==> src/hdl/register_memory_instruction_executor_macros.svh <==
// Assertion macros for the register/memory instruction executor.
// Expects clk_i and rst_ni in the scope of each use.
`ifndef REGISTER_MEMORY_INSTRUCTION_EXECUTOR_MACROS_SVH
`define REGISTER_MEMORY_INSTRUCTION_EXECUTOR_MACROS_SVH

// Same-cycle implication, disabled during reset
`define RMIE_ASSERT_NOW(label, ante, cons, msg) \
  label: assert property (@(posedge clk_i) disable iff (!rst_ni) (ante) |-> (cons)) \
    else $error(msg);

// Next-cycle implication, disabled during reset
`define RMIE_ASSERT_NEXT(label, ante, cons, msg) \
  label: assert property (@(posedge clk_i) disable iff (!rst_ni) (ante) |=> (cons)) \
    else $error(msg);

`endif

==> src/hdl/rmie_pkg.sv <==
// Shared types, constants and helpers of the instruction executor.
// No dependencies; used by every other file but the assertion macros header.
package rmie_pkg;

  localparam int NUM_REGS   = 16;
  localparam int MEM_WORDS  = 1024;
  localparam int DATA_WIDTH = 32;
  localparam int PROG_DEPTH = 1024;

  localparam int ADDR_W = $clog2(MEM_WORDS);
  localparam int IDX_W  = $clog2(PROG_DEPTH);
  localparam int RIDX_W = 4;
  localparam int CNT_W  = $clog2(DATA_WIDTH);

  localparam logic [RIDX_W-1:0] NO_BASE  = 4'd14;
  localparam logic [RIDX_W-1:0] BAD_BASE = 4'd15;

  // Fault codes
  localparam logic [2:0] FLT_NONE     = 3'd0;
  localparam logic [2:0] FLT_DISP     = 3'd1;
  localparam logic [2:0] FLT_BASE     = 3'd2;
  localparam logic [2:0] FLT_REG      = 3'd3;
  localparam logic [2:0] FLT_RANGE    = 3'd4;

  // Status codes
  localparam logic [1:0] STS_ZERO = 2'd0;
  localparam logic [1:0] STS_POS  = 2'd1;
  localparam logic [1:0] STS_NEG  = 2'd2;
  localparam logic [1:0] STS_DIVZ = 2'd3;

  typedef enum logic [4:0] {
    CMD_A    = 5'd0,  CMD_AR = 5'd1,  CMD_S  = 5'd2,  CMD_SR = 5'd3,
    CMD_M    = 5'd4,  CMD_MR = 5'd5,  CMD_D  = 5'd6,  CMD_DR = 5'd7,
    CMD_C    = 5'd8,  CMD_CR = 5'd9,  CMD_J  = 5'd10, CMD_JZ = 5'd11,
    CMD_JP   = 5'd12, CMD_JN = 5'd13, CMD_L  = 5'd14, CMD_LA = 5'd15,
    CMD_LR   = 5'd16, CMD_ST = 5'd17, CMD_READ = 5'd18
  } cmd_e;

  typedef enum logic [2:0] {
    ST_CLEAR, ST_IDLE, ST_BASE, ST_RD, ST_OPND, ST_EXEC, ST_DIV, ST_OUT
  } state_e;

  // Classified instruction held in the queue
  typedef struct packed {
    logic [4:0]            cmd;
    logic [RIDX_W-1:0]     reg_dst;
    logic [RIDX_W-1:0]     reg_src;
    logic [RIDX_W-1:0]     base_reg;
    logic [11:0]           disp;
    logic [9:0]            target;
    logic [DATA_WIDTH-1:0] imm_value;
    logic                  is_mem;
    logic                  is_rr;
    logic [2:0]            pre_fault;
  } item_t;

  // Queue head towards the back end
  typedef struct packed {
    logic  valid;
    item_t item;
  } q_head_t;

  // Back-end control towards the front end
  typedef struct packed {
    logic pop;
    logic clearing;
  } bk_ctl_t;

  function automatic logic [1:0] sign_state(input logic [DATA_WIDTH-1:0] v);
    logic [1:0] s;
    if (v == '0) s = STS_ZERO;
    else if (v[DATA_WIDTH-1]) s = STS_NEG;
    else s = STS_POS;
    return s;
  endfunction

endpackage

==> src/hdl/rmie_in_if.sv <==
// Input channel of the instruction executor: valid/ready plus instruction fields.
// Depends on rmie_pkg.
interface rmie_in_if;
  logic                                 valid;
  logic                                 ready;
  logic [4:0]                           cmd;
  logic [3:0]                           reg_dst;
  logic [3:0]                           reg_src;
  logic [3:0]                           base_reg;
  logic [11:0]                          disp;
  logic [9:0]                           target;
  logic signed [rmie_pkg::DATA_WIDTH-1:0] imm_value;

  modport source (output valid, cmd, reg_dst, reg_src, base_reg, disp, target, imm_value,
                  input ready);
  modport sink (input valid, cmd, reg_dst, reg_src, base_reg, disp, target, imm_value,
                output ready);
endinterface

==> src/hdl/rmie_front.sv <==
// Front end: accepts instruction words, classifies them, holds a two-entry queue.
// Depends on rmie_pkg and rmie_in_if.
module rmie_front (
  input  logic                clk_i,
  input  logic                rst_ni,
  rmie_in_if.sink             in_i,
  input  rmie_pkg::bk_ctl_t   ctl_i,
  output rmie_pkg::q_head_t   head_o
);

  rmie_pkg::item_t ent_q [2];
  logic            wr_ptr_q, rd_ptr_q;
  logic [1:0]      cnt_q;
  logic            push;
  rmie_pkg::item_t cls;
  logic            known, uses_rd;

  // Classify the incoming word
  always_comb begin
    cls           = '0;
    cls.cmd       = in_i.cmd;
    cls.reg_dst   = in_i.reg_dst;
    cls.reg_src   = in_i.reg_src;
    cls.base_reg  = in_i.base_reg;
    cls.disp      = in_i.disp;
    cls.target    = in_i.target;
    cls.imm_value = in_i.imm_value;
    known   = (in_i.cmd <= rmie_pkg::CMD_READ);
    uses_rd = known;
    cls.is_mem = 1'b0;
    cls.is_rr  = 1'b0;
    case (in_i.cmd) inside
      rmie_pkg::CMD_A, rmie_pkg::CMD_S, rmie_pkg::CMD_M, rmie_pkg::CMD_D, rmie_pkg::CMD_C,
      rmie_pkg::CMD_L, rmie_pkg::CMD_LA, rmie_pkg::CMD_ST: cls.is_mem = 1'b1;
      rmie_pkg::CMD_READ: begin
        cls.is_mem = 1'b1;
        uses_rd    = 1'b0;
      end
      rmie_pkg::CMD_AR, rmie_pkg::CMD_SR, rmie_pkg::CMD_MR, rmie_pkg::CMD_DR,
      rmie_pkg::CMD_CR, rmie_pkg::CMD_LR: cls.is_rr = 1'b1;
      rmie_pkg::CMD_J, rmie_pkg::CMD_JZ, rmie_pkg::CMD_JP, rmie_pkg::CMD_JN: uses_rd = 1'b0;
      default: ;
    endcase
    // Faults visible from the word alone, in priority order
    if ((uses_rd && int'(in_i.reg_dst) >= rmie_pkg::NUM_REGS) ||
        (cls.is_rr && int'(in_i.reg_src) >= rmie_pkg::NUM_REGS))
      cls.pre_fault = rmie_pkg::FLT_REG;
    else if (cls.is_mem && in_i.disp[1:0] != 2'b00)
      cls.pre_fault = rmie_pkg::FLT_DISP;
    else if (cls.is_mem && in_i.base_reg != rmie_pkg::NO_BASE &&
             (in_i.base_reg == rmie_pkg::BAD_BASE ||
              int'(in_i.base_reg) >= rmie_pkg::NUM_REGS))
      cls.pre_fault = rmie_pkg::FLT_REG;
    else
      cls.pre_fault = rmie_pkg::FLT_NONE;
  end

  assign in_i.ready   = (cnt_q != 2'd2) && !ctl_i.clearing;
  assign push         = in_i.valid && in_i.ready;
  assign head_o.valid = (cnt_q != 2'd0);
  assign head_o.item  = ent_q[rd_ptr_q];

  // Store the classified word
  always_ff @(posedge clk_i) begin
    if (push) ent_q[wr_ptr_q] <= cls;
  end

  // Advance queue pointers
  always_ff @(posedge clk_i or negedge rst_ni) begin
    if (!rst_ni) begin
      wr_ptr_q <= 1'b0;
      rd_ptr_q <= 1'b0;
      cnt_q    <= 2'd0;
    end else begin
      if (push) wr_ptr_q <= ~wr_ptr_q;
      if (ctl_i.pop) rd_ptr_q <= ~rd_ptr_q;
      cnt_q <= cnt_q + 2'(push) - 2'(ctl_i.pop);
    end
  end

endmodule

==> src/flat_wrapper.sv <==
// flat-port wrapper written by rule: the top's interface ports become plain ports
module rmie_front_flat 
  (clk_i, rst_ni, ctl_i, head_o, in_i_valid, in_i_cmd, in_i_reg_dst, in_i_reg_src, in_i_base_reg, in_i_disp, in_i_target, in_i_imm_value, in_i_ready);
  rmie_in_if in_i_i ();
  input  logic clk_i;
  input  logic rst_ni;
  input  rmie_pkg::bk_ctl_t ctl_i;
  output rmie_pkg::q_head_t head_o;
  input wire logic [$bits(in_i_i.valid)-1:0] in_i_valid;
  input wire logic [$bits(in_i_i.cmd)-1:0] in_i_cmd;
  input wire logic [$bits(in_i_i.reg_dst)-1:0] in_i_reg_dst;
  input wire logic [$bits(in_i_i.reg_src)-1:0] in_i_reg_src;
  input wire logic [$bits(in_i_i.base_reg)-1:0] in_i_base_reg;
  input wire logic [$bits(in_i_i.disp)-1:0] in_i_disp;
  input wire logic [$bits(in_i_i.target)-1:0] in_i_target;
  input wire logic [$bits(in_i_i.imm_value)-1:0] in_i_imm_value;
  output wire logic [$bits(in_i_i.ready)-1:0] in_i_ready;
  assign in_i_i.valid = in_i_valid;
  assign in_i_i.cmd = in_i_cmd;
  assign in_i_i.reg_dst = in_i_reg_dst;
  assign in_i_i.reg_src = in_i_reg_src;
  assign in_i_i.base_reg = in_i_base_reg;
  assign in_i_i.disp = in_i_disp;
  assign in_i_i.target = in_i_target;
  assign in_i_i.imm_value = in_i_imm_value;
  assign in_i_ready = in_i_i.ready;
  rmie_front u_core (.clk_i(clk_i), .rst_ni(rst_ni), .in_i(in_i_i), .ctl_i(ctl_i), .head_o(head_o));
endmodule
==> config.mk <==
export PLATFORM = sky130hd
export DESIGN_NAME = rmie_front_flat
export DESIGN_NICKNAME = d
export VERILOG_FILES = /design/src/hdl/register_memory_instruction_executor_macros.svh /design/src/hdl/rmie_pkg.sv /design/src/hdl/rmie_in_if.sv /design/src/hdl/rmie_front.sv /design/src/flat_wrapper.sv
export SDC_FILE = /design/constraint.sdc
export NUM_CORES = 1
export LEC_CHECK = 0
export BUFFER_PORTS_ARGS = -buffer_cell sky130_fd_sc_hd__buf_2
export CORE_AREA = 2 2 163 85
export DETAILED_ROUTE_END_ITERATION = 6
export DIE_AREA = 0 0 165 87
export GPL_ROUTABILITY_DRIVEN = 1
export HOLD_SLACK_MARGIN = 0.1
export PLACE_DENSITY = 0.67
export SLEW_MARGIN = 20
export SYNTH_ARGS = -nofsm -noshare
export SYNTH_HDL_FRONTEND = slang
export SYNTH_SLANG_ARGS = --single-unit
==> constraint.sdc <==
create_clock -name clk_i -period 7.79 [get_ports clk_i]
set_clock_uncertainty 0.2 [all_clocks]
set_input_delay 1.558 -clock clk_i [delete_from_list [all_inputs] [get_ports clk_i]]
set_output_delay 1.558 -clock clk_i [all_outputs]
set_load 0.005 [all_outputs]
==> metrics.cfg <==
[synth]
synth_simple_gate_area_share_pct=1.27
synth_compound_area_share_pct=1.18
ys_seq_area_share_pct=80.3
syn_area_um2=5730
synth_top_family_by_area=multiplexers
synthCells=270
synth_mux_area_share_pct=14.7
syn-num-nets=348
synth-adder-area-share_pct=0.436
yosysWarnings=0
avgSynthCellArea_um2=21.2
synth-xor-area-share_pct=0.611
yosysUniqueCellTypes=25
ys_ff_latch=154

[grt]
grt_use_total_pct=15.2
grt_start_max_net_pins=77
antenna_found_initial=0
grt_pass1_vias=3132
grt_pass1_wl_mm=16.1
grt-ovfl-total=0

[layout]
final_common_cell=buf_2
final_cell_mix=buf_2 (152), edfxtp_1 (150), mux2_2 (75), clkbuf_16 (17), inv_1 (6)
drive_above_1_share_pct=59.0
num_antenna_cells=0
finalNetCount=511
synthToLayoutAreaGrowth_pct=27.1
instances_no_fill=620
final_core_utilization_pct=55.6

[detailed_routing]
drc=0
drt-pass1-iter-count=6
drtAntennaViolNets=0
wl_mm=10.5
drt-wirelength-per-cell_um=17.0
vias=2955
drt_iter0_markers=222
vias_per_cell=4.77

[place]
place_congestion=0.763
dp_hpwl_mm=6.61
placed_cells=590
pre_cts_slack_ns=4.09
portBuffers=152

[worst_setup_path]
r2r_start=u_core.cnt_q[1]
cp-end-kind=output port
crit_start=u_core.rd_ptr_q
cp_slowest_cell=dfrtp_4
crit_type=flop to output port
reg2reg_slack_ns=5.55
r2r_cells=4
crit_chain=mux2_2, buf_2
cp_data_required_time_ns=6.03
critPathMaxStageDelay_ns=1.11
startpoint_type=flop
crit_fanout=76
r2r-end=u_core.ent_q[0][57]
crit_arrival_ns=2.11

[status]
status=complete, no violations

[timing]
setup_tns_ns=0
worstMarginPinSlew_ns=1.03
hold_violations=0
hold_ws_ns=0.368
relSlewSlack_pct=31.0
fin_crit_sh_pct=49.7
timing.fmax_mhz=258
fin_ws_ns=3.92
finalMaxSlewViolations=0
post-route-min-period_ns=3.87
rsz0062_at_grt=no
setup_viol=0

[floorplanning]
core.rowCount=30
ios=154
chipWidth_um=165
die_area_um2=14400
die_h_um=87
start_util_pct=43.8
core_um2=13100

[power_and_ir_drop]
peakVddDrop_uv=145
powerDensity_nw_per_um2=339
leakage_uw=0.00272

[clock_tree]
clockBufferDepth=2
cts_resized=0
cts.sinks=154
cts_root_buf=clkbuf_16
htree_levels=4
clk_latency_ns=0.41
post_cts_buffers=0
numCtsBuffers=17
cts_tree=yes
hold_buffers=0
clk_pin_slew_ns=0.06

[worst_hold_path]
worstHoldEndpoint=u_core.wr_ptr_q
hold_start=u_core.wr_ptr_q
whs_path_depth=1
min_path_type=flop to flop

[job]
drv_cap=0

==> power breakdown <==
group | leakage (µW) | switching [µW] | total (µW) | internal [µW]
Clock | 0.000291 | 308 | 840 | 532
Sequential | 0.00142 | 104 | 1140 | 1040
Combinational | 0.00101 | 202 | 486 | 285
==> layout make-up <==
class	count	area (µm²)
sequential	154	4610
timing repair buffer	153	768
multi-input combinational	101	1060
clock buffer	18	429
inverter	6	22.5
fill	1044	5820
tap	176	220
clock inverter	12	175
==> synthesized netlist by cell type <==
cell	instances	area (µm²)
o211ai_1	1	7.51
buf_2	4	20.0
buf_4	5	37.5
inv_1	6	22.5
a22oi_1	1	7.51
conb_1	1	3.75
ha_1	2	25.0
nand4_1	1	6.26
a22o_2	1	10.0
nor3_1	1	5.00
xor2_1	1	8.76
edfxtp_1	150	4500
nand2_1	2	7.51
and3b_1	1	8.76
o21ai_0	1	5.00
a22oi_2	1	12.5
and3_1	1	6.26
dfrtp_1	4	100
nor2_1	4	15.0
a21oi_1	1	5.00
nor4b_4	1	23.8
mux2_2	75	845
xnor2_1	3	26.3
a2111oi_2	1	15.0
o21ai_1	1	5.00
==> through the flow <==
step                      instance area, µm²  total power [µW]
after floorplan                         5730              1430
after global placement                  6680              1640
after detailed placement                6680              1650
after CTS                               7280              2500
after global routing                    7280              2590
final                                   7280              2470
==> how the worst max path moves through the flow <==
stage,endpoint,slack (ns),cells past startpoint
final,head_o[15],3.92,2
after detailed placement,in_i_ready,4.09,3
after global placement,in_i_ready,4.09,3
after global routing,head_o[15],3.80,2
after CTS,head_o[54],3.87,2
after floorplan,u_core.ent_q[0][0],2.21,3
==> sequential cells by signal, summed over array words and instances (netlist names) <==
register and flops:
u_core.cnt_q 2, u_core.rd_ptr_q 1, u_core.ent_q 150, u_core.wr_ptr_q 1
==> worst max-delay path: cells and delay by family (launching register included) <==
kind | cells | cell delay [ns]
DFF | 1 | 1.11
buffers and inverters | 1 | 0.13
muxes | 1 | 0.43
==> metal layers <==
layer	vias up	track usage, %	wire length [µm]
met3	10	5.76	906
met1	1455	18.9	4610
li1	1386	-	-
met5	-	0	0
met4	0	5.69	93
met2	104	24.5	4900
==> cells by family after synthesis <==
family	Yosys count
other	1
and+or+nand+nor	11
AOI/OAI and AO/OA	8
adders and majority gates	2
DFF	154
buffers and inverters	15
xor gates and xnor gates	4
muxes	75
Note: power is estimated with default switching activity, not from simulation.
